[src/rtl/assert_macros.svh]
// Assertion macros shared by the RTL of the project.
// Depends on nothing; included by files that carry concurrent checks.
`ifndef ASSERT_MACROS_SVH
`define ASSERT_MACROS_SVH
`ifndef SYNTHESIS
// Check that the consequent holds in the same cycle as the antecedent.
`define ASSERT_SAME(label, clk, rst_n, ante, cons) \
    label: assert property (@(posedge clk) disable iff (!(rst_n)) (ante) |-> (cons)) \
        else $error("assertion failed");
// Check that the consequent holds in the cycle after the antecedent.
`define ASSERT_NEXT(label, clk, rst_n, ante, cons) \
    label: assert property (@(posedge clk) disable iff (!(rst_n)) (ante) |=> (cons)) \
        else $error("assertion failed");
`else
`define ASSERT_SAME(label, clk, rst_n, ante, cons)
`define ASSERT_NEXT(label, clk, rst_n, ante, cons)
`endif
`endif

[src/rtl/nsv_pkg.sv]
// Shared types, constants and the seed merge function of the Voronoi labeler.
// Depends on nothing; used by every module of the block.
package nsv_pkg;

    localparam int MAX_SEEDS_DEF = 64;
    localparam int GRID_SIZE_DEF = 256;

    localparam int COUNT_W = 7;
    localparam int IDX_W   = 6;
    localparam int COORD_W = 8;
    localparam int SQ_W    = 16;
    localparam int DIST_W  = 17;

    localparam int S_TDATA_W = 24;
    localparam int M_TDATA_W = 24;

    localparam logic [COUNT_W-1:0] SEED_COUNT_RST = 7'd40;

    localparam logic FUNC_LOAD  = 1'b0;
    localparam logic FUNC_QUERY = 1'b1;

    // One item in flight, with the squares of the seed it meets next
    typedef struct packed {
        logic               func;
        logic [IDX_W-1:0]   slot;
        logic [COORD_W-1:0] cx;
        logic [COORD_W-1:0] cy;
        logic               lab;
        logic [SQ_W-1:0]    sq_x;
        logic [SQ_W-1:0]    sq_y;
        logic               sq_lab;
        logic [DIST_W-1:0]  best_dist;
        logic [IDX_W-1:0]   best_idx;
        logic               best_lab;
    } nsv_item_t;

    // Merge one seed's registered squares into the running best; lower slot wins ties
    function automatic nsv_item_t fold_seed(input nsv_item_t it, input logic first,
                                            input logic active,
                                            input logic [IDX_W-1:0] idx);
        nsv_item_t         r;
        logic [DIST_W-1:0] d;
        r = it;
        d = {1'b0, it.sq_x} + {1'b0, it.sq_y};
        if (first || (active && (d < it.best_dist))) begin
            r.best_dist = d;
            r.best_idx  = idx;
            r.best_lab  = it.sq_lab;
        end
        return r;
    endfunction

endpackage

[src/rtl/nsv_cell.sv]
// One pipeline stage of the labeler: holds seed IDX, merges seed IDX-1, squares seed IDX.
// Depends on nsv_pkg.
module nsv_cell #(
    parameter int IDX = 0
) (
    input  logic              aclk,
    input  logic              aresetn,
    input  logic              advance,
    input  logic              in_valid,
    input  nsv_pkg::nsv_item_t in_item,
    input  logic              active_prev,
    output logic              out_valid,
    output nsv_pkg::nsv_item_t out_item
);

    localparam int PREV = (IDX > 0) ? IDX - 1 : 0;

    logic [nsv_pkg::COORD_W-1:0] seed_x_reg;
    logic [nsv_pkg::COORD_W-1:0] seed_y_reg;
    logic                        seed_lab_reg;
    logic                        valid_reg;
    nsv_pkg::nsv_item_t          item_reg;
    nsv_pkg::nsv_item_t          item_next;
    logic [nsv_pkg::COORD_W-1:0] dx;
    logic [nsv_pkg::COORD_W-1:0] dy;
    logic                        load_hit;

    // Write the seed when a load for this slot crosses into this stage
    assign load_hit = advance && in_valid && (in_item.func == nsv_pkg::FUNC_LOAD) &&
                      (int'(in_item.slot) == IDX);

    always_ff @(posedge aclk) begin
        if (load_hit) begin
            seed_x_reg   <= in_item.cx;
            seed_y_reg   <= in_item.cy;
            seed_lab_reg <= in_item.lab;
        end
    end

    // Merge the previous seed, then square the distance to this one
    always_comb begin
        dx = (in_item.cx > seed_x_reg) ? (in_item.cx - seed_x_reg) : (seed_x_reg - in_item.cx);
        dy = (in_item.cy > seed_y_reg) ? (in_item.cy - seed_y_reg) : (seed_y_reg - in_item.cy);
        item_next        = nsv_pkg::fold_seed(in_item, (IDX <= 1), active_prev,
                                              nsv_pkg::IDX_W'(PREV));
        item_next.sq_x   = {8'd0, dx} * {8'd0, dx};
        item_next.sq_y   = {8'd0, dy} * {8'd0, dy};
        item_next.sq_lab = seed_lab_reg;
    end

    // Advance the stage register; valid travels with the item
    always_ff @(posedge aclk) begin
        if (!aresetn) begin
            valid_reg <= 1'b0;
        end else if (advance) begin
            valid_reg <= in_valid;
        end
    end

    always_ff @(posedge aclk) begin
        if (advance) begin
            item_reg <= item_next;
        end
    end

    assign out_valid = valid_reg;
    assign out_item  = item_reg;

endmodule

[config.mk]
export PLATFORM = sky130hd
export DESIGN_NAME = nsv_cell
export DESIGN_NICKNAME = d
export VERILOG_FILES = /design/src/rtl/assert_macros.svh /design/src/rtl/nsv_pkg.sv /design/src/rtl/nsv_cell.sv
export SDC_FILE = /design/constraint.sdc
export NUM_CORES = 1
export LEC_CHECK = 0
export ABC_CLOCK_PERIOD_IN_PS = 7400
export BUFFER_PORTS_ARGS = -buffer_cell sky130_fd_sc_hd__buf_2
export CAP_MARGIN = 20
export CORE_MARGIN = 4
export CORE_UTILIZATION = 35
export DETAILED_ROUTE_END_ITERATION = 10
export GPL_ROUTABILITY_DRIVEN = 0
export GPL_TIMING_DRIVEN = 0
export PLACE_DENSITY = 0.58
export SLEW_MARGIN = 10
export SYNTH_ARGS = -nofsm -noshare
export SYNTH_HDL_FRONTEND = slang
export SYNTH_SLANG_ARGS = --single-unit
[constraint.sdc]
create_clock -name aclk -period 7.4 [get_ports aclk]
set_input_delay 1.48 -clock aclk [delete_from_list [all_inputs] [get_ports aclk]]
set_output_delay 1.48 -clock aclk [all_outputs]
set_load 0.1 [all_outputs]
Word-level counts from Yosys, hierarchy flattened
Index checks and enable logic that the tools add are counted.
{ "word_totals": {"romBits": 0, "latch_bits": 0, "inputBits": 86, "elab_cells": 30, "memories": 0, "output_inout_bits": 82, "ramBits": 0, "regBits": 93} }
{ "classes": {"bitwise_logic": 1, "n_addsub": 5, "n_eq_ne": 0, "n_lt_le_gt_ge": 2, "mul": 2, "n_mux": 2, "div_mod_pow": 0, "reduce_logical": 4, "shifts": 0} }
{ "ops": {"columns": ["op", "count"], "rows": [
  ["8-bit by 8-bit multiplier with 16-bit output", 2],
  ["8-bit subtractor", 4],
  ["16-bit by 16-bit adder with 17-bit output", 1],
  ["8-bit greater-than comparator", 2],
  ["8-bit two-way mux", 2],
  ["6-bit zero test", 1],
  ["1-bit logical AND", 3],
  ["1-bit NOT", 1]
]} }

Logic depth before layout (Yosys ltp)
{ "logic_depth": {"word_depth": 3, "mapped_depth": 28, "mapped_depth_nobuf": 27} }

Least setup slack after synthesis
No wires, ideal clock.
{ "synth_timing": {"path_type": "input to register", "start": "input in_item[66] in the netlist's numbering", "end": "register item_reg (netlist bit out_item[56]) (data pin)", "required_ns": 7.142, "path_slack_ns": 0.062, "n_path_buf": 1, "arrival_ns": 7.080, "setup_ns": 0.258, "stages": 27, "cell_sequence": "inv_1 ha_1 inv_1 fa_1 nand3_1 a21oi_1 o31a_1 buf_4 mux2i_1 a211o_1 o211a_2 nand2b_1 fa_1 inv_1 fa_1 fa_1 inv_1 fa_1 inv_1 ha_1 o21a_1 o21ai_0 a21oi_1 and3_1 o31ai_1 xor2_1 xnor2_1"} }
{ "synth_lines": {"columns": ["item", "line_no", "text"], "rows": [
  ["start, declared", "nsv_cell.sv:10", "input nsv_pkg::nsv_item_t in_item,"],
  ["end signal, assigned", "nsv_cell.sv:62", "item_reg <= item_next;"],
  ["end, declared", "nsv_cell.sv:22", "nsv_pkg::nsv_item_t item_reg;"]
]} }

==> impl_results.html <==
<table>
<tr><th>Metric</th><th>Value</th></tr>
<tr><th colspan="2">Routing</th></tr>
<tr><td>Via count</td><td>roughly 5.6k</td></tr>
<tr><td>Wire length per cell</td><td>approximately 13 µm</td></tr>
<tr><td>Number of design rule violations left after detail routing</td><td>0</td></tr>
<tr><td>Number of vias per cell</td><td>4.47</td></tr>
<tr><td>Routed Antenna Nets</td><td>0</td></tr>
<tr><td>Total Routed Length</td><td>around 16 mm</td></tr>
<tr><td>Number of design-rule violations left by the first detailed-router iteration</td><td>192</td></tr>
<tr><td>Iteration count of the initial detailed-routing pass</td><td>4</td></tr>
<tr><th colspan="2">Yosys</th></tr>
<tr><td>Seq cells post-synth</td><td>between 90 and 100</td></tr>
<tr><td>Count of distinct cell types in the synthesized netlist</td><td>62</td></tr>
<tr><td>Post-synthesis cell type with the largest combined area</td><td>sky130_fd_sc_hd__edfxtp_1</td></tr>
<tr><td>Synthesized cell area</td><td>just over 8000 µm²</td></tr>
<tr><td>Combinational family with the most area after synthesis</td><td>adder cells</td></tr>
<tr><td>Syn. warnings</td><td>0</td></tr>
<tr><td>Top cells by area, synth</td><td>sky130_fd_sc_hd__edfxtp_1, sky130_fd_sc_hd__ha_1, sky130_fd_sc_hd__fa_1</td></tr>
<tr><td>Number of flops mapped to enable cells by yosys</td><td>90</td></tr>
<tr><td>Sequential area share after synthesis</td><td>0.335</td></tr>
<tr><td>Post-synthesis share of cell area spent on full adders, half adders and majority gates</td><td>0.295</td></tr>
<tr><td>Fraction of the mapped netlist area in compound gates</td><td>0.101</td></tr>
<tr><td>Xor and xnor area share after synthesis</td><td>0.0750</td></tr>
<tr><td>Leading cell type by number of instances after synthesis</td><td>sky130_fd_sc_hd__inv_1</td></tr>
<tr><td>Most used standard cells in the synthesized netlist</td><td>sky130_fd_sc_hd__inv_1, sky130_fd_sc_hd__ha_1, sky130_fd_sc_hd__edfxtp_1</td></tr>
<tr><td>Multiplexer fraction of the synthesized cell area</td><td>0.0226</td></tr>
<tr><td>Simple logic cell fraction of the synthesized area</td><td>0.0880</td></tr>
<tr><td>Mean instance size in the synthesized netlist</td><td>around 11 µm²</td></tr>
<tr><td>Proportion of register bits with asynchronous set or reset after synthesis</td><td>0</td></tr>
<tr><td>Proportion of netlist area held by the largest area contributor</td><td>0.332</td></tr>
<tr><td>Predominant post-synthesis flop cell</td><td>sky130_fd_sc_hd__edfxtp_1</td></tr>
<tr><td>Cells after Synth</td><td>768</td></tr>
<tr><th colspan="2">Placed design</th></tr>
<tr><td>Pre-CTS WS</td><td>-665 ps</td></tr>
<tr><td>Number of buffer cells added on primary ports</td><td>between 100 and 150</td></tr>
<tr><td>HPWL reported at the end of detailed placement</td><td>around 13 mm</td></tr>
<tr><th colspan="2">STA</th></tr>
<tr><td>Maximum clock frequency</td><td>140 MHz</td></tr>
<tr><td>Hold slack final</td><td>423 ps</td></tr>
<tr><td>Final worst-path setup slack</td><td>275 ps</td></tr>
<tr><td>Final period utilization</td><td>0.963</td></tr>
<tr><td>Relative slew slack</td><td>0.562</td></tr>
<tr><td>Setup violation total in the final timing report</td><td>0</td></tr>
<tr><td>Number of pins with negative max-slew slack in the final report</td><td>0</td></tr>
<tr><td>Final number of hold-violating endpoints</td><td>0</td></tr>
<tr><td>Clock Skew</td><td>6.75 ps</td></tr>
<tr><td>Final min period</td><td>7120 ps</td></tr>
<tr><td>Measured slew at the worst slew-check pin</td><td>roughly 640 ps</td></tr>
<tr><th colspan="2">Critical path</th></tr>
<tr><td>Data arrival time of the critical path</td><td>7220 ps</td></tr>
<tr><td>Required arrival time at the worst endpoint</td><td>around 7500 ps</td></tr>
<tr><td>Crit. End Element</td><td>register</td></tr>
<tr><td>Classification of the worst setup path</td><td>in2reg</td></tr>
<tr><td>Sort of element at the start of the critical path</td><td>input pin</td></tr>
<tr><td>Largest driver fanout on the critical path</td><td>9</td></tr>
<tr><th colspan="2">Global route</th></tr>
<tr><td>Overall routing resource usage</td><td>0.128</td></tr>
<tr><td>Wire length of the first global-routing pass</td><td>27.2 mm</td></tr>
<tr><td>Pin count of the biggest net entering global routing</td><td>47</td></tr>
<tr><td>Number of antenna violations at the first check in global routing</td><td>3</td></tr>
<tr><td>Number of global-route vias before repair</td><td>5846</td></tr>
<tr><td>Total congestion overflow after global routing</td><td>0</td></tr>
<tr><th colspan="2">Pwr</th></tr>
<tr><td>Power per Cell Area</td><td>395 nW/µm²</td></tr>
<tr><td>Total power consumption of the routed design</td><td>3.90 mW</td></tr>
<tr><td>Internal</td><td>1.95 mW</td></tr>
<tr><td>Total leakage power</td><td>4.76 nW</td></tr>
<tr><td>Part of the power in registers</td><td>0.205</td></tr>
<tr><td>Fraction of power consumed by combinational cells</td><td>0.680</td></tr>
<tr><td>Switching fraction of total power</td><td>0.500</td></tr>
<tr><td>Net Switching</td><td>about 1.9 mW</td></tr>
<tr><td>Max IR drop VDD</td><td>0.235 mV</td></tr>
<tr><td>Clk network pwr share</td><td>0.115</td></tr>
<tr><th colspan="2">Floorplan</th></tr>
<tr><td>Cell row count</td><td>55</td></tr>
<tr><td>Die Height</td><td>160 µm</td></tr>
<tr><td>DIE AREA</td><td>25800 µm²</td></tr>
<tr><td>Horizontal extent of the die</td><td>160 µm</td></tr>
<tr><td>Starting density of the core</td><td>0.357</td></tr>
<tr><td>Number of placed I/O pins</td><td>between 150 and 200</td></tr>
<tr><td>Floorplan core area</td><td>between 20000 and 25000 µm²</td></tr>
<tr><th colspan="2">Layout</th></tr>
<tr><td>Filler cells</td><td>about 2.2k</td></tr>
<tr><td>Net count of the finished layout</td><td>between 1k and 1.5k</td></tr>
<tr><td>Max FFs per register</td><td>73</td></tr>
<tr><td>Layout Area Growth over Synthesis</td><td>21.4%</td></tr>
<tr><td>Layout cells sized above 1</td><td>0.248</td></tr>
<tr><td>Final Util</td><td>0.434</td></tr>
<tr><th colspan="2">Clock network</th></tr>
<tr><td>Maximum level of the CTS H-tree</td><td>3</td></tr>
<tr><td>CTS Buf Count</td><td>9</td></tr>
<tr><td>Number of hold buffers added after CTS</td><td>0</td></tr>
<tr><td>Clock tree from TritonCTS</td><td>built</td></tr>
<tr><td>Clock latency of the later-clocked register in the worst-skew pair</td><td>between 300 and 400 ps</td></tr>
<tr><td>Clock input transition at the sequential cells of the worst setup and hold paths</td><td>70 ps</td></tr>
<tr><td>Root buffer cell</td><td>sky130_fd_sc_hd__clkbuf_16</td></tr>
<tr><td>Maximum number of buffers from clock root to sink</td><td>2</td></tr>
<tr><td>Clock tree sinks</td><td>between 90 and 100</td></tr>
<tr><th colspan="2">Run</th></tr>
<tr><td>Max Cap Violations</td><td>0</td></tr>
<tr><th colspan="2">Hold path</th></tr>
<tr><td>Class of the most critical hold timing path</td><td>reg2reg</td></tr>
<tr><th colspan="2">Status</th></tr>
<tr><td>Outcome</td><td>finished, final reports clean</td></tr>
</table>
[power groups by stage]
stage	registers (mW)	clock network, mW	logic [mW]
final	0.801	0.447	2.65
after CTS	0.802	0.472	2.59
after detailed placement	0.813	0	2.55
after global placement	0.814	0	2.52
after floorplan	1.50	0	1.48
after global routing	0.810	0.493	2.99
[critical path, stage by stage]
cell	delay (ps)
sky130_fd_sc_hd__buf_2	120
sky130_fd_sc_hd__inv_1	60
sky130_fd_sc_hd__ha_1	140
sky130_fd_sc_hd__inv_1	60
sky130_fd_sc_hd__fa_2	390
sky130_fd_sc_hd__a31oi_4	220
sky130_fd_sc_hd__o22ai_1	110
sky130_fd_sc_hd__o22a_1	210
sky130_fd_sc_hd__buf_6	170
sky130_fd_sc_hd__mux2i_1	160
sky130_fd_sc_hd__xnor2_2	400
sky130_fd_sc_hd__buf_4	200
sky130_fd_sc_hd__nor2_1	50
sky130_fd_sc_hd__inv_1	80
sky130_fd_sc_hd__fa_1	440
sky130_fd_sc_hd__fa_1	510
sky130_fd_sc_hd__fa_1	520
sky130_fd_sc_hd__fa_1	540
sky130_fd_sc_hd__inv_1	40
sky130_fd_sc_hd__ha_1	330
sky130_fd_sc_hd__a21o_1	170
sky130_fd_sc_hd__a21oi_1	160
sky130_fd_sc_hd__o21ai_0	160
sky130_fd_sc_hd__o41a_1	350
sky130_fd_sc_hd__xor2_1	150
[path summary, 6_finish.rpt]
path	start	endpoint	slack [ps]	cells past startpoint
worst max-delay path	in_item[58]	out_item[39]	280	25
worst max register to register	seed_x_reg[0]	out_item[56]	1180	25
worst min register to register	seed_lab_reg	out_item[24]	420	0
worst min-delay path	seed_lab_reg	out_item[24]	420	0
[repair_timing]
| action | in CTS | in global routing |
|---|---|---|
| setup buffers | 0 | 17 |
| endpoints found under the hold margin | 0 | 0 |
| pin swaps | 0 | 16 |
| setup endpoints to repair | 5 | 7 |
| resized for setup | 13 | 18 |
[cells by family (layout without fill, tap and decap cells)]
kind of cell / after synthesis / after routing
buf+inv: 164 / 334
fa+ha+maj: 160 / 160
simple gates: 152 / 152
compound gates: 123 / 123
flops: 91 / 91
xor+xnor: 62 / 62
mux: 15 / 15
other cells: 1 / 14
[cell usage in the layout, fill, tap and decap left out, types with 5 or more instances in the layout]
| cell type | instances |
|---|---|
| sky130_fd_sc_hd__inv_1 | 142 |
| sky130_fd_sc_hd__buf_2 | 140 |
| sky130_fd_sc_hd__ha_1 | 105 |
| sky130_fd_sc_hd__edfxtp_1 | 90 |
| sky130_fd_sc_hd__nor2_1 | 71 |
| sky130_fd_sc_hd__fa_1 | 51 |
| sky130_fd_sc_hd__a21oi_1 | 38 |
| sky130_fd_sc_hd__xnor2_1 | 37 |
| sky130_fd_sc_hd__buf_4 | 28 |
| sky130_fd_sc_hd__a21o_1 | 20 |
| sky130_fd_sc_hd__nand2_1 | 16 |
| sky130_fd_sc_hd__o21ai_0 | 14 |
| sky130_fd_sc_hd__xor2_1 | 13 |
| sky130_fd_sc_hd__conb_1 | 12 |
| sky130_fd_sc_hd__nor2b_1 | 11 |
| sky130_fd_sc_hd__mux2i_1 | 9 |
| sky130_fd_sc_hd__o21a_1 | 9 |
| sky130_fd_sc_hd__clkbuf_16 | 9 |
| sky130_fd_sc_hd__nand2b_1 | 8 |
| sky130_fd_sc_hd__nor3_1 | 8 |
| sky130_fd_sc_hd__o21bai_1 | 7 |
| sky130_fd_sc_hd__xnor2_2 | 6 |
| sky130_fd_sc_hd__or2_1 | 5 |
| sky130_fd_sc_hd__nand3_1 | 5 |
| sky130_fd_sc_hd__or2_2 | 5 |
[routing by layer]
metal / part of all wire / up-vias / routed length (µm) / global-route usage
met5: 0.00057 / - / 9 / 0
met4: 0.016 / 2 / 254 / 0.0426
met3: 0.062 / 17 / 993 / 0.0362
met2: 0.44 / 111 / 7070 / 0.205
met1: 0.48 / 2617 / 7590 / 0.166
li1: - / 2901 / - / -
[area by class of cell]
type	instances	area, µm²	area share
Antenna cell	2	5.00	0.000507
Buffer	20	143	0.0144
Clock buffer	10	229	0.0232
Clock inverter	6	50.0	0.00507
Inverter	144	541	0.0547
Multi-Input combinational cell	524	4940	0.500
Sequential cell	91	2720	0.276
Tap cell	313	392	0.0397
Timing Repair Buffer	154	853	0.0864
[stage by stage]
stage	TNS [ps]	cell area (µm²)	instances
after global routing	-2.34	9880	1264
after CTS	0	9630	1245
after detailed placement	-3520	9290	1229
final	0	9880	1264
after global placement	-2950	9240	1226
after floorplan	0	8180	779
No activity file was read; power rests on OpenSTA's default activity.
