<file path="config.mk">
export PLATFORM = sky130hd
export DESIGN_NAME = nsv_out
export DESIGN_NICKNAME = d
export VERILOG_FILES = /design/src/rtl/assert_macros.svh /design/src/rtl/nsv_pkg.sv /design/src/rtl/nsv_out.sv
export SDC_FILE = /design/constraint.sdc
export NUM_CORES = 1
export LEC_CHECK = 0
export ABC_AREA = 0
export BUFFER_PORTS_ARGS = -buffer_cell sky130_fd_sc_hd__buf_2
export CORE_UTILIZATION = 23
export DETAILED_ROUTE_END_ITERATION = 8
export GPL_TIMING_DRIVEN = 0
export PLACE_DENSITY = 0.47
export REMOVE_ABC_BUFFERS = 1
export SLEW_MARGIN = 0
export SYNTH_ARGS = -nofsm -noshare
export SYNTH_HDL_FRONTEND = slang
export SYNTH_SLANG_ARGS = --single-unit
</file>
<file path="constraint.sdc">
create_clock -name aclk -period 7.3 [get_ports aclk]
set_input_delay 1.46 -clock aclk [delete_from_list [all_inputs] [get_ports aclk]]
set_output_delay 1.46 -clock aclk [all_outputs]
set_load 0.01 [all_outputs]
</file>
<file path="src/rtl/assert_macros.svh">
// Assertion macros shared by the RTL of the project.
// Depends on nothing; included by files that carry concurrent checks.
`ifndef ASSERT_MACROS_SVH
`define ASSERT_MACROS_SVH
`ifndef SYNTHESIS
// Check that the consequent holds in the same cycle as the antecedent.
`define ASSERT_SAME(label, clk, rst_n, ante, cons) \
    label: assert property (@(posedge clk) disable iff (!(rst_n)) (ante) |-> (cons)) \
        else $error("assertion failed");
// Check that the consequent holds in the cycle after the antecedent.
`define ASSERT_NEXT(label, clk, rst_n, ante, cons) \
    label: assert property (@(posedge clk) disable iff (!(rst_n)) (ante) |=> (cons)) \
        else $error("assertion failed");
`else
`define ASSERT_SAME(label, clk, rst_n, ante, cons)
`define ASSERT_NEXT(label, clk, rst_n, ante, cons)
`endif
`endif

</file>
<file path="src/rtl/nsv_pkg.sv">
// Shared types, constants and the seed merge function of the Voronoi labeler.
// Depends on nothing; used by every module of the block.
package nsv_pkg;

    localparam int MAX_SEEDS_DEF = 64;
    localparam int GRID_SIZE_DEF = 256;

    localparam int COUNT_W = 7;
    localparam int IDX_W   = 6;
    localparam int COORD_W = 8;
    localparam int SQ_W    = 16;
    localparam int DIST_W  = 17;

    localparam int S_TDATA_W = 24;
    localparam int M_TDATA_W = 24;

    localparam logic [COUNT_W-1:0] SEED_COUNT_RST = 7'd40;

    localparam logic FUNC_LOAD  = 1'b0;
    localparam logic FUNC_QUERY = 1'b1;

    // One item in flight, with the squares of the seed it meets next
    typedef struct packed {
        logic               func;
        logic [IDX_W-1:0]   slot;
        logic [COORD_W-1:0] cx;
        logic [COORD_W-1:0] cy;
        logic               lab;
        logic [SQ_W-1:0]    sq_x;
        logic [SQ_W-1:0]    sq_y;
        logic               sq_lab;
        logic [DIST_W-1:0]  best_dist;
        logic [IDX_W-1:0]   best_idx;
        logic               best_lab;
    } nsv_item_t;

    // Merge one seed's registered squares into the running best; lower slot wins ties
    function automatic nsv_item_t fold_seed(input nsv_item_t it, input logic first,
                                            input logic active,
                                            input logic [IDX_W-1:0] idx);
        nsv_item_t         r;
        logic [DIST_W-1:0] d;
        r = it;
        d = {1'b0, it.sq_x} + {1'b0, it.sq_y};
        if (first || (active && (d < it.best_dist))) begin
            r.best_dist = d;
            r.best_idx  = idx;
            r.best_lab  = it.sq_lab;
        end
        return r;
    endfunction

endpackage

</file>
<file path="src/rtl/nsv_out.sv">
// Output stage of the labeler: merges the last seed and holds the result for transfer.
// Depends on nsv_pkg.
module nsv_out #(
    parameter int MAX_SEEDS = nsv_pkg::MAX_SEEDS_DEF
) (
    input  logic                          aclk,
    input  logic                          aresetn,
    input  logic                          advance,
    input  logic                          in_valid,
    input  nsv_pkg::nsv_item_t            in_item,
    input  logic                          active_last,
    output logic                          m_tvalid,
    output logic [nsv_pkg::M_TDATA_W-1:0] m_tdata
);

    logic                          valid_reg;
    logic [nsv_pkg::M_TDATA_W-1:0] data_reg;
    nsv_pkg::nsv_item_t            folded;

    assign folded = nsv_pkg::fold_seed(in_item, (MAX_SEEDS == 1), active_last,
                                       nsv_pkg::IDX_W'(MAX_SEEDS - 1));

    // Keep queries only; loads end here
    always_ff @(posedge aclk) begin
        if (!aresetn) begin
            valid_reg <= 1'b0;
        end else if (advance) begin
            valid_reg <= in_valid && (in_item.func == nsv_pkg::FUNC_QUERY);
        end
    end

    always_ff @(posedge aclk) begin
        if (advance) begin
            data_reg <= {folded.best_dist, folded.best_idx, folded.best_lab};
        end
    end

    assign m_tvalid = valid_reg;
    assign m_tdata  = data_reg;

endmodule
</file>
# --- Word level (Yosys, flattened, before mapping) ---
# Index checks and enable logic that the tools add are counted.
# W data, S select, Z words.
classes:
  addsub: 1
  n_lt_le_gt_ge: 1
  n_mux: 1
  reduce_logical: 2
op_table:
  columns: ["cell", "count"]
  rows:
  - ["$mux W24", 1]
  - ["$add A16 B16 Y17", 1]
  - ["$lt A17 B17 Y1", 1]
  - ["$logic_and A1 B1 Y1", 2]
word_totals:
  ff_bits: 25
  inputBits: 86
  word_cells: 8

# --- Logic depth before layout (Yosys ltp) ---
# Gate-level depths: netlist (run 1).
logic_depth:
  word_depth: 4
  depth_mapped: 15
  depth_no_buf: 14

# --- Worst setup path before layout (run 1) ---
# Ideal clock, no wire load.
synth_path:
  kind: "input-to-reg"
  startpoint: "input in_item[25] (netlist name)"
  endpoint: "register data_reg (netlist bit m_tdata[19]) (data pin)"
  arrival_ns: 4.662
  t_required_ns: 7.038
  path_slack_ns: 2.376
  path_stages: 15
  cell_sequence: "ha_1 > fa_1 > a21oi_4 > o2bb2ai_2 > o31ai_4 > nor3b_1 > nor4_1 > ha_1 > a21oi_1 > nor2b_1 > o21ai_0 > nand4b_1 > a311oi_4 > buf_4 > mux2_1"
synth_rtl:
  columns: ["element", "line", "text"]
  rows:
  - ["start, declared", "nsv_out.sv:10", "input nsv_pkg::nsv_item_t in_item,"]
  - ["end signal, assigned", "nsv_out.sv:34", "data_reg <= {folded.best_dist, folded.best_idx, folded.best_lab};"]
  - ["end, declared", "nsv_out.sv:17", "logic [nsv_pkg::M_TDATA_W-1:0] data_reg;"]

==> impl_metrics.yaml, run 1 <==
worst_setup_path:
  worstPathArrival_ps: 5690
  crit_path_max_incr_delay_ps: 1020
  crit_path_cell_trace: "buf_2 -> ha_1 -> fa_1 -> a21oi_4 -> o2bb2ai_2 -> o31ai_4 -> nor3b_1 -> nor4_1 -> ha_1 -> a21oi_1 -> nor2b_1 -> o21ai_0 -> nand4b_1 -> a311oi_4 -> mux2_2"
  slowest_stage: "a311oi_4"
  endpoint_kind: "flop"
  r2r_cells: 2
  worstSetupPathDepth: 15
  cp-startpoint: "in_item[25]"
  crit_top_cell: "ha_1"
  critPathKind: "in2reg"
  reg2reg_from: "m_tvalid"
  worstReg2RegEnd: "m_tvalid"
  worst_setup_path_start_kind: "input pin"
  critical_path.top_delay_family: "compound AO/OA/AOI/OAI gates"
  req_time_crit_path_ps: 7330
  worstPathBufferInverterCount: 1
  crit_path_end: "m_tdata[7]"
  worst-path-max-fanout: 24
  setup.reg_to_reg.worst_slack_ps: 6710
die:
  standard_cell_core_area_um2: 9370
  fp.dieW_um: 101
  io_pins: 111
  initial_utilization_pct: 24.0
  die-height_um: 101
  die_footprint_um2: 10200
  floorplan.rows: 35
cts:
  clock_tree.root_cell: "clkbuf_8"
  postCtsHoldBufs: 0
  tritoncts: "done"
  cts_made_buffers: 3
  cts_htree_levels: 1
  ctsLongestPathBuffers: 2
  cts.repair.resized: 0
  clk-insertion-delay-late_ps: 270
  cts.sink_count: 25
  cts_post_setup_buffers_inserted: 0
  clkSlewWorstSetupHoldPaths_ps: 90
synth:
  dominant_combinational_cell_family_by_area_after_synthesis: "adder cells"
  synth-xor-area-share_pct: 4.68
  synth-compound-area-share_pct: 16.8
  synth.ff_latch_count: 25
  synth-edff-count: 24
  muxShareOfSynthArea_pct: 9.63
  synth_simple_gate_area_share_pct: 13.1
  synth-seq-area-share_pct: 33.0
  postSynth.asyncResetShare_pct: 0
  synth_area_um2: 2250
  synthDistinctLibCells: 43
  postSynth.topFlopCell: "edfxtp_1"
  syn-mean-instance-area_um2: 10.2
  ys_warn_count: 0
  synthesis.instances: 221
  synthesized_area_fraction_occupied_by_adder_cells_pct: 18.7
placed_design:
  buffer_ports.inserted: 87
  dpl_worst_slack_ps: 1300
  placedInstanceArea_um2: 2820
  dpl.hpwl_mm: 4.44
  gp_routability_congestion: 0.750
power:
  ir_worst_vdd_uv: 56.8
  cellPowerDensity_nw_per_um2: 168
  power.leakage_nw: 1.32
global_route:
  grt_pass1_vias: 1824
  wire_length_of_the_first_global_routing_pass_mm: 8.27
  global_route.overflow_total: 0
  grt_util_all_layers_pct: 10.5
  pin_count_of_the_biggest_net_entering_global_routing: 27
  grt_antenna_before_repair: 0
worst_hold_path:
  worst_hold_path_type: "reg2reg"
route:
  drt_iter0_markers: 28
  vias_per_cell: 4.29
  drt.antenna.violating_nets: 0
  drt_drc_violations_left: 0
  detailedRoute.firstPassIterationCount: 4
  finalWirelength_mm: 5.24
  vias: 1873
  detail_route.wl_per_cell_um: 12.0
finish:
  final_design_area_no_fill_um2: 2860
  proportion_of_layout_cells_with_a_drive_suffix_above_1_pct: 34.7
  insertedDiodeCount: 0
  area_delta_synth_final_pct: 27.5
  design.final.nets: 428
  final_util_pct: 30.6
job:
  maxCapViolations: 0
timing:
  tightest_slew_ps: 1240
  final_period_minus_worst_setup_slack_ps: 5660
  fin_tns_setup_ps: 0
  final_max_slew_viol_count: 0
  slew_headroom_pct: 17.5
  fin_crit_sh_pct: 77.5
  max_freq_ghz: 0.177
  finalClockSkew_ps: 0
  grt_setup_unrepaired: "false"
  finalHoldViolCount: 0
  setup_failing_eps_final: 0
  post-route-worst-setup-slack_ps: 1640
outcome:
  run_status: "finished, final reports clean"
## synth_stat cells (2+ instances only)
library cell  number  share of area [%]
ha_1              32                 18
edfxtp_1          24                 32
a21oi_1           19                4.2
inv_1             18                3.0
o21ai_0           15                3.3
mux2_1            14                7.0
nand2_1           13                2.2
nand3_1            8                1.8
nor2_1             8                1.3
nand2b_1           7                1.9
xor2_1             7                2.7
or2_2              6                1.7
a21o_1             5                1.7
xnor2_1            5                1.9
mux2_2             3                1.5
nand4_1            3               0.84
and2_1             2               0.56
clkbuf_1           2               0.33
nor2b_1            2               0.56
nor3b_1            2               0.67
o21ai_1            2               0.45
o21bai_1           2               0.67
or3_1              2               0.56
## report_power, final
group | internal (mW) | total, mW | switching, mW | leakage, nW
clock network | 0.0383 | 0.0844 | 0.0461 | 0.0255
logic | 0.0955 | 0.210 | 0.114 | 1.05
registers | 0.182 | 0.186 | 0.00435 | 0.244
## sequential cells by signal (all words and copies together) (netlist names)
register and cells:
m_tdata 24, m_tvalid 1
## worst register-to-register path: cells and delay by family, from the launching register on
kind	cells	cell delay (ps)
and+or+nand+nor	1	50
DFF	1	340
AOI/OAI and AO/OA	1	140
## worst min-delay path by stage
stage | start | endpoint | depth (start not counted) | slack, ps
after global routing | m_tvalid | m_tvalid | 2 | 530
after global placement | m_tvalid | m_tvalid | 2 | 460
final | m_tvalid | m_tvalid | 2 | 480
after floorplan | m_tvalid | m_tvalid | 2 | 500
after CTS | m_tvalid | m_tvalid | 2 | 490
after detailed placement | m_tvalid | m_tvalid | 2 | 480
## stage by stage
| stage | power, mW | hold WS (ps) | instances |
|---|---|---|---|
| global route | 0.516 | 534 | 437 |
| finish | 0.480 | 485 | 437 |
| detailed placement | 0.403 | 477 | 433 |
| CTS | 0.489 | 493 | 437 |
| global placement | 0.400 | 461 | 433 |
| floorplan | 0.331 | 497 | 217 |
## cell type report
cell class                 count  area (um^2)
clock inverter                 1         5.00
clock buffer                   3         41.3
tap                          129          161
fill                        1032         6510
sequential                    25          741
multi-input combinational    174         1410
timing repair buffer          87          435
inverter                      18         67.6
## layout by cell type, fill, tap and decap left out, types with 3 or more instances in the layout
master / netlist / final
buf_2: 0 / 87
ha_1: 32 / 32
edfxtp_1: 24 / 24
a21oi_1: 19 / 19
inv_1: 18 / 18
o21ai_0: 15 / 15
mux2_1: 14 / 14
nand2_1: 13 / 13
nand3_1: 8 / 8
nor2_1: 8 / 8
xor2_1: 7 / 7
nand2b_1: 7 / 7
or2_2: 6 / 6
xnor2_1: 5 / 5
a21o_1: 5 / 5
nand4_1: 3 / 3
mux2_2: 3 / 3
clkbuf_8: 0 / 3
## metal layers
| layer | up-vias | track usage (%) | share of wire [%] |
|---|---|---|---|
| met5 | - | 0 | 0 |
| met1 | 832 | 13.9 | 49 |
| met2 | 51 | 17.9 | 46 |
| met4 | 0 | 3.68 | 1.4 |
| li1 | 985 | - | - |
| met3 | 5 | 0.763 | 4.0 |
## cells by family after synthesis
logic type / after synthesis
mux: 19
compound gates: 54
xor+xnor: 12
flops: 25
buf+inv: 22
simple gates: 56
fa+ha+maj: 33
Power figures use the tool's default switching activity.
==> run 2, diff against run 1 <==
--- a/config.mk
+++ b/config.mk
@@ -5,7 +5,7 @@
 export SDC_FILE = /design/constraint.sdc
 export NUM_CORES = 1
 export LEC_CHECK = 0
-export ABC_AREA = 0
+export ABC_AREA = 1
 export BUFFER_PORTS_ARGS = -buffer_cell sky130_fd_sc_hd__buf_2
 export CORE_UTILIZATION = 23
 export DETAILED_ROUTE_END_ITERATION = 8
==> constraint.sdc (replaced) <==
create_clock -name aclk -period 4.65 [get_ports aclk]
set_input_delay 0.93 -clock aclk [delete_from_list [all_inputs] [get_ports aclk]]
set_output_delay 0.93 -clock aclk [all_outputs]
set_load 0.01 [all_outputs]
==> run 2 against run 1 <==
Compared with the run above: sequential share of layout area down 2.3 points; critical path type unchanged; first-iteration DRC count rose to 3.0 times the previous value; largest power group unchanged; largest cell class unchanged; non-clock buffer count unchanged; clock skew unchanged; final area up 9.6%; via count up 26%; clock power up 49%; critical path depth up 3; sequential power up 56%.
==> impl_metrics.yaml, run 2 <==
global_route:
  grt_antenna_before_repair: 0
  grt_pass1_vias: 2337
  global_route.overflow_total: 0
  wire_length_of_the_first_global_routing_pass_mm: 10.4
  grt_util_all_layers_pct: 11.2
  pin_count_of_the_biggest_net_entering_global_routing: 34
finish:
  layout.filler_cells: 1216
  post_layout_nonfiller_instances: 583
  layout.cells.most_common: "nand2_1"
  layout_common_cells: "nand2_1, buf_2, inv_1"
  final-seq-area_um2: 741
  final_design_area_no_fill_um2: 3140
  proportion_of_layout_cells_with_a_drive_suffix_above_1_pct: 23.7
  insertedDiodeCount: 0
  design.final.nets: 567
  area_delta_synth_final_pct: 24.8
  final_util_pct: 30.0
  area_taken_by_multi_input_logic_gates_um2: 1510
  largest_register_ffs: 24
power:
  power.leakage_nw: 1.74
  ir_worst_vdd_uv: 130
  total_power_uw: 764
  cellPowerDensity_nw_per_um2: 243
synth:
  synth_common_cells: "nand2_1, inv_1, ha_1"
  yosys.cell_count.top_type: "nand2_1"
  synth.ff_latch_count: 25
  ys_warn_count: 0
  synth-seq-area-share_pct: 29.5
  synth_simple_gate_area_share_pct: 34.5
  synth-xor-area-share_pct: 2.44
  synthesis.instances: 359
  synth-edff-count: 24
  dominant_combinational_cell_family_by_area_after_synthesis: "simple AND/OR/NAND/NOR gates"
  netlist_top_cells_area: "edfxtp_1, nand2_1, ha_1"
  synth-compound-area-share_pct: 6.42
  synth_area_um2: 2510
  synthDistinctLibCells: 28
  syn-mean-instance-area_um2: 7.01
  synthDominantCellAreaShare_pct: 28.7
  postSynth.topFlopCell: "edfxtp_1"
  muxShareOfSynthArea_pct: 0
  postSynth.asyncResetShare_pct: 0
  synthesized_area_fraction_occupied_by_adder_cells_pct: 16.7
  synth_top_cell_by_area: "edfxtp_1"
route:
  detailedRoute.firstPassIterationCount: 4
  route.met2.wl_mm: 2.68
  vias_per_cell: 4.06
  detail_route.wl_per_cell_um: 10.4
  drt.antenna.violating_nets: 0
  drt_iter0_markers: 85
  drt_drc_violations_left: 0
  finalWirelength_mm: 6.07
  routed_met3_length_um: 263
  drt-met1-wl_mm: 3.07
  routed.top_layer: "met4"
  vias: 2367
worst_setup_path:
  critPathKind: "in2reg"
  endpoint_kind: "flop"
  cp-startpoint: "in_item[25]"
  reg2reg_from: "m_tvalid"
  crit_path_max_incr_delay_ps: 530
  worst-path-max-fanout: 33
  worstPathArrival_ps: 3780
  critical_path.top_delay_family: "simple AND/OR/NAND/NOR gates"
  req_time_crit_path_ps: 4650
  crit_top_cell: "nand2_1"
  slowest_stage: "nor2_4"
  crit_path_cell_trace: "buf_2 -> ha_1 -> fa_1 -> nand2_1 -> nand2_1 -> nand3b_1 -> nand2_1 -> nand2_1 -> nand2_1 -> nand2_1 -> nand2_1 -> ha_1 -> a21oi_1 -> nor2_1 -> nor2_2 -> nand3_2 -> nor2_4 -> o21ai_1"
  worstPathBufferInverterCount: 1
  worst_setup_path_start_kind: "input pin"
die:
  die-height_um: 107
  io_pins: 111
  die_footprint_um2: 11400
  initial_utilization_pct: 24.0
  fp.dieW_um: 107
  floorplan.rows: 37
  standard_cell_core_area_um2: 10500
timing:
  finalHoldViolCount: 0
  final_max_slew_viol_count: 0
  post-route-worst-setup-slack_ps: 873
  finalClockSkew_ps: 0
  setup_failing_eps_final: 0
  fin_crit_sh_pct: 81.2
  fin_tns_setup_ps: 0
  hold_ws_ps: 562
  max_freq_ghz: 0.265
  tightest_slew_ps: 676
  grt_setup_unrepaired: "false"
  slew_headroom_pct: 54.8
  final_period_minus_worst_setup_slack_ps: 3780
placed_design:
  dpl.hpwl_mm: 5.26
  dpl_worst_slack_ps: 544
  place.detailed.instances: 579
  placedInstanceArea_um2: 3090
  gp_routability_congestion: 0.760
  buffer_ports.inserted: 87
outcome:
  run_status: "finished, final reports clean"
cts:
  clk-insertion-delay-late_ps: 260
  tritoncts: "done"
  clock_tree.root_cell: "clkbuf_8"
  cts_made_buffers: 3
  cts.sink_count: 25
  clkSlewWorstSetupHoldPaths_ps: 80
  cts_post_setup_buffers_inserted: 0
  cts.repair.resized: 0
  cts_htree_levels: 1
  postCtsHoldBufs: 0
  ctsLongestPathBuffers: 2
job:
  maxCapViolations: 0
worst_hold_path:
  hold_path.startpoint: "m_tvalid"
  worst_hold_path_type: "reg2reg"
## run 2: cell families (layout without fill, tap and decap cells)
group | count (synthesis) | count (layout)
and+or+nand+nor | 200 | 200
buffers and inverters | 66 | 154
adders and majority gates | 33 | 33
AOI/OAI and AO/OA | 28 | 28
DFF | 25 | 25
xor gates and xnor gates | 7 | 7
## run 2: final timing paths
kind                                    end  slack (ps)  cells past startpoint
worst max-delay path            m_tdata[10]         870                     18
worst min-delay path               m_tvalid         560                      2
worst max register to register     m_tvalid        3970                      2
worst min register to register     m_tvalid         560                      2
## run 2: area by class of cell
| class | instances | share of cell area (%) |
|---|---|---|
| Multi-Input combinational cell | 268 | 48.1 |
| Sequential cell | 25 | 23.6 |
| Timing Repair Buffer | 87 | 13.9 |
| Clock buffer | 4 | 1.43 |
| Inverter | 63 | 7.53 |
| Tap cell | 136 | 5.42 |
## run 2: power breakdown
| group | internal [mW] | switching [mW] | total [mW] |
|---|---|---|---|
| sequential | 0.286 | 0.00573 | 0.291 |
| combinational | 0.135 | 0.211 | 0.347 |
| clock | 0.0611 | 0.0651 | 0.126 |
| total | 0.482 | 0.282 | 0.764 |
## run 2: metal layers
metal / vias up / global-route usage [%]
met5: - / 0
met4: 0 / 2.74
met3: 4 / 0.674
met2: 62 / 19.6
met1: 990 / 14.9
li1: 1311 / -
## run 2: worst reg2reg max path: cells and delay by family, from the launching register on
kind | cells | cell delay [ps]
DFF | 1 | 310
AOI/OAI and AO/OA | 2 | 240
==> run 3, diff against run 2 <==
==> constraint.sdc (replaced) <==
create_clock -name aclk -period 3 [get_ports aclk]
set_input_delay 0.6 -clock aclk [delete_from_list [all_inputs] [get_ports aclk]]
set_output_delay 0.6 -clock aclk [all_outputs]
set_load 0.01 [all_outputs]
==> run 3 against run 2 <==
Compared with the run above: the run now ends with setup timing left; first-iteration DRC count is 4.7% lower; critical path depth up 3; flip-flop and latch count is the same; total power grew 82%; global-route usage rose by 1.1 points; critical endpoint is now m_tdata[1].
==> impl_metrics.yaml, run 3 (synthesis results as in run 2) <==
route:
  vias_per_cell: 4.15
  drt.antenna.violating_nets: 0
  finalWirelength_mm: 6.77
  vias: 2487
  drt_drc_violations_left: 0
  drt_iter0_markers: 81
  detail_route.wl_per_cell_um: 11.3
  detailedRoute.firstPassIterationCount: 4
placed_design:
  buffer_ports.inserted: 87
  dpl.hpwl_mm: 5.26
  gp_routability_congestion: 0.760
  place.detailed.instances: 579
cts:
  postCtsHoldBufs: 0
  clkSlewWorstSetupHoldPaths_ps: 90
  tritoncts: "done"
  clock_tree.root_cell: "clkbuf_8"
  cts_made_buffers: 3
  cts_htree_levels: 1
  ctsLongestPathBuffers: 2
  clk-insertion-delay-late_ps: 270
  cts.sink_count: 25
die:
  die-height_um: 107
  standard_cell_core_area_um2: 10500
  io_pins: 111
  initial_utilization_pct: 24.0
  fp.dieW_um: 107
  floorplan.rows: 37
  die_footprint_um2: 11400
worst_setup_path:
  endpoint_kind: "flop"
  slowest_stage: "fa_2"
  crit_path_max_incr_delay_ps: 360
  critical_path.top_delay_family: "simple AND/OR/NAND/NOR gates"
  critPathKind: "in2reg"
  setup.reg_to_reg.worst_slack_ps: 2320
  crit_path_cell_trace: "buf_8 -> ha_4 -> fa_2 -> nand2_4 -> nand2_2 -> nand3b_1 -> nand2_2 -> nand2_2 -> nand2_1 -> nand2_1 -> nand2_2 -> ha_4 -> nand2_4 -> inv_2 -> nand2_2 -> nor2_4 -> inv_2 -> a21oi_4 -> buf_6 -> nor2_4 -> or2_1"
  req_time_crit_path_ps: 3030
  crit_top_cell: "nand2_2"
  worstPathArrival_ps: 3070
  worst-path-max-fanout: 8
  worstPathBufferInverterCount: 4
  worst_setup_path_start_kind: "input pin"
finish:
  layout_common_cells: "nand2_1, buf_2, inv_1"
  design.final.nets: 584
  final_util_pct: 35.5
  post_layout_nonfiller_instances: 600
  largest_register_ffs: 24
  area_delta_synth_final_pct: 47.5
  insertedDiodeCount: 0
  proportion_of_layout_cells_with_a_drive_suffix_above_1_pct: 40.7
  layout.cells.most_common: "nand2_1"
timing:
  slew_headroom_pct: 61.0
  fin_crit_sh_pct: 101
  final_period_minus_worst_setup_slack_ps: 3040
  final_max_slew_viol_count: 0
  post-route-worst-setup-slack_ps: -41.1
  tightest_slew_ps: 585
  max_freq_ghz: 0.329
  setup_failing_eps_final: 10
  finalHoldViolCount: 0
  finalClockSkew_ps: 0
  grt_setup_unrepaired: "true"
global_route:
  pin_count_of_the_biggest_net_entering_global_routing: 27
  grt_pass1_vias: 2465
  wire_length_of_the_first_global_routing_pass_mm: 11.3
  grt_util_all_layers_pct: 12.3
  global_route.overflow_total: 0
  grt_antenna_before_repair: 0
worst_hold_path:
  worst_hold_path_type: "reg2reg"
power:
  ir_worst_vdd_uv: 199
  power.leakage_nw: 1.91
  cellPowerDensity_nw_per_um2: 374
outcome:
  violations: "setup timing"
  run_status: "complete, but fails checks"
job:
  maxCapViolations: 0
[run 3: cell count changes in the layout (fill, tap and decap cells not counted), moves of 4 or more]
cell,before,now
ha_1,32,18
ha_2,0,4
nand2_4,0,6
nand2_2,4,25
buf_4,0,8
buf_6,0,6
nor2_2,2,9
nor2_1,17,9
o21ai_1,9,1
ha_4,0,10
o21ai_2,0,8
nand2_1,139,112
[run 3: worst paths after layout]
path / start / to / cells after the start
worst max-delay path: in_item[41] / m_tdata[1] / 21
worst min-delay path: m_tvalid / m_tvalid / 2
worst max register to register: m_tvalid / m_tvalid / 2
worst min register to register: m_tvalid / m_tvalid / 2
[run 3: final cells by class]
cell class / count / area, um^2
clock buffers: 4 / 45.0
fillers: 1152 / 6750
inverters: 63 / 236
multi-input cells: 270 / 1910
flip-flops and latches: 25 / 741
well taps: 136 / 170
repair buffers: 102 / 603
[run 3: worst min-delay path, stage by stage (launching register included)]
cell and delay [ps]:
dfxtp_1 330, o21ai_0 90, a21oi_1 110
[run 3: what timing repair did]
item                                    4_1_cts  5_1_grt
pin swaps                                    35       20
endpoints found under the setup margin       24       24
buffers inserted                             11        5
gates cloned                                  3        0
resized for setup                            51       46
[run 3: routing by layer]
metal  GRT usage (%)  part of all wire, %  vias to the layer above
li1                -                    -                     1356
met1            15.7                   47                     1061
met2            22.8                   48                       64
met3           0.674                  4.1                        6
met4            2.35                  1.0                        0
met5               0                    0                        -
[run 3: per-stage QoR]
| stage | cell area (um^2) | total power [mW] | hold slack [ps] | setup WS [ps] | TNS, ps |
|---|---|---|---|---|---|
| after floorplan | 2490 | 0.825 | 555 | -187 | -3500 |
| after global placement | 3090 | 1.00 | 524 | -775 | -17500 |
| after detailed placement | 3090 | 1.01 | 552 | -776 | -17290 |
| after CTS | 3520 | 1.34 | 567 | -91.2 | -1410 |
| after global routing | 3710 | 1.50 | 575 | -181 | -3370 |
| final | 3710 | 1.39 | 563 | -41.1 | -174 |
[run 3: where the power goes]
part | switching [mW] | total [mW] | internal, mW
clock | 0.105 | 0.200 | 0.0950
combinational | 0.419 | 0.736 | 0.317
sequential | 0.00895 | 0.452 | 0.443
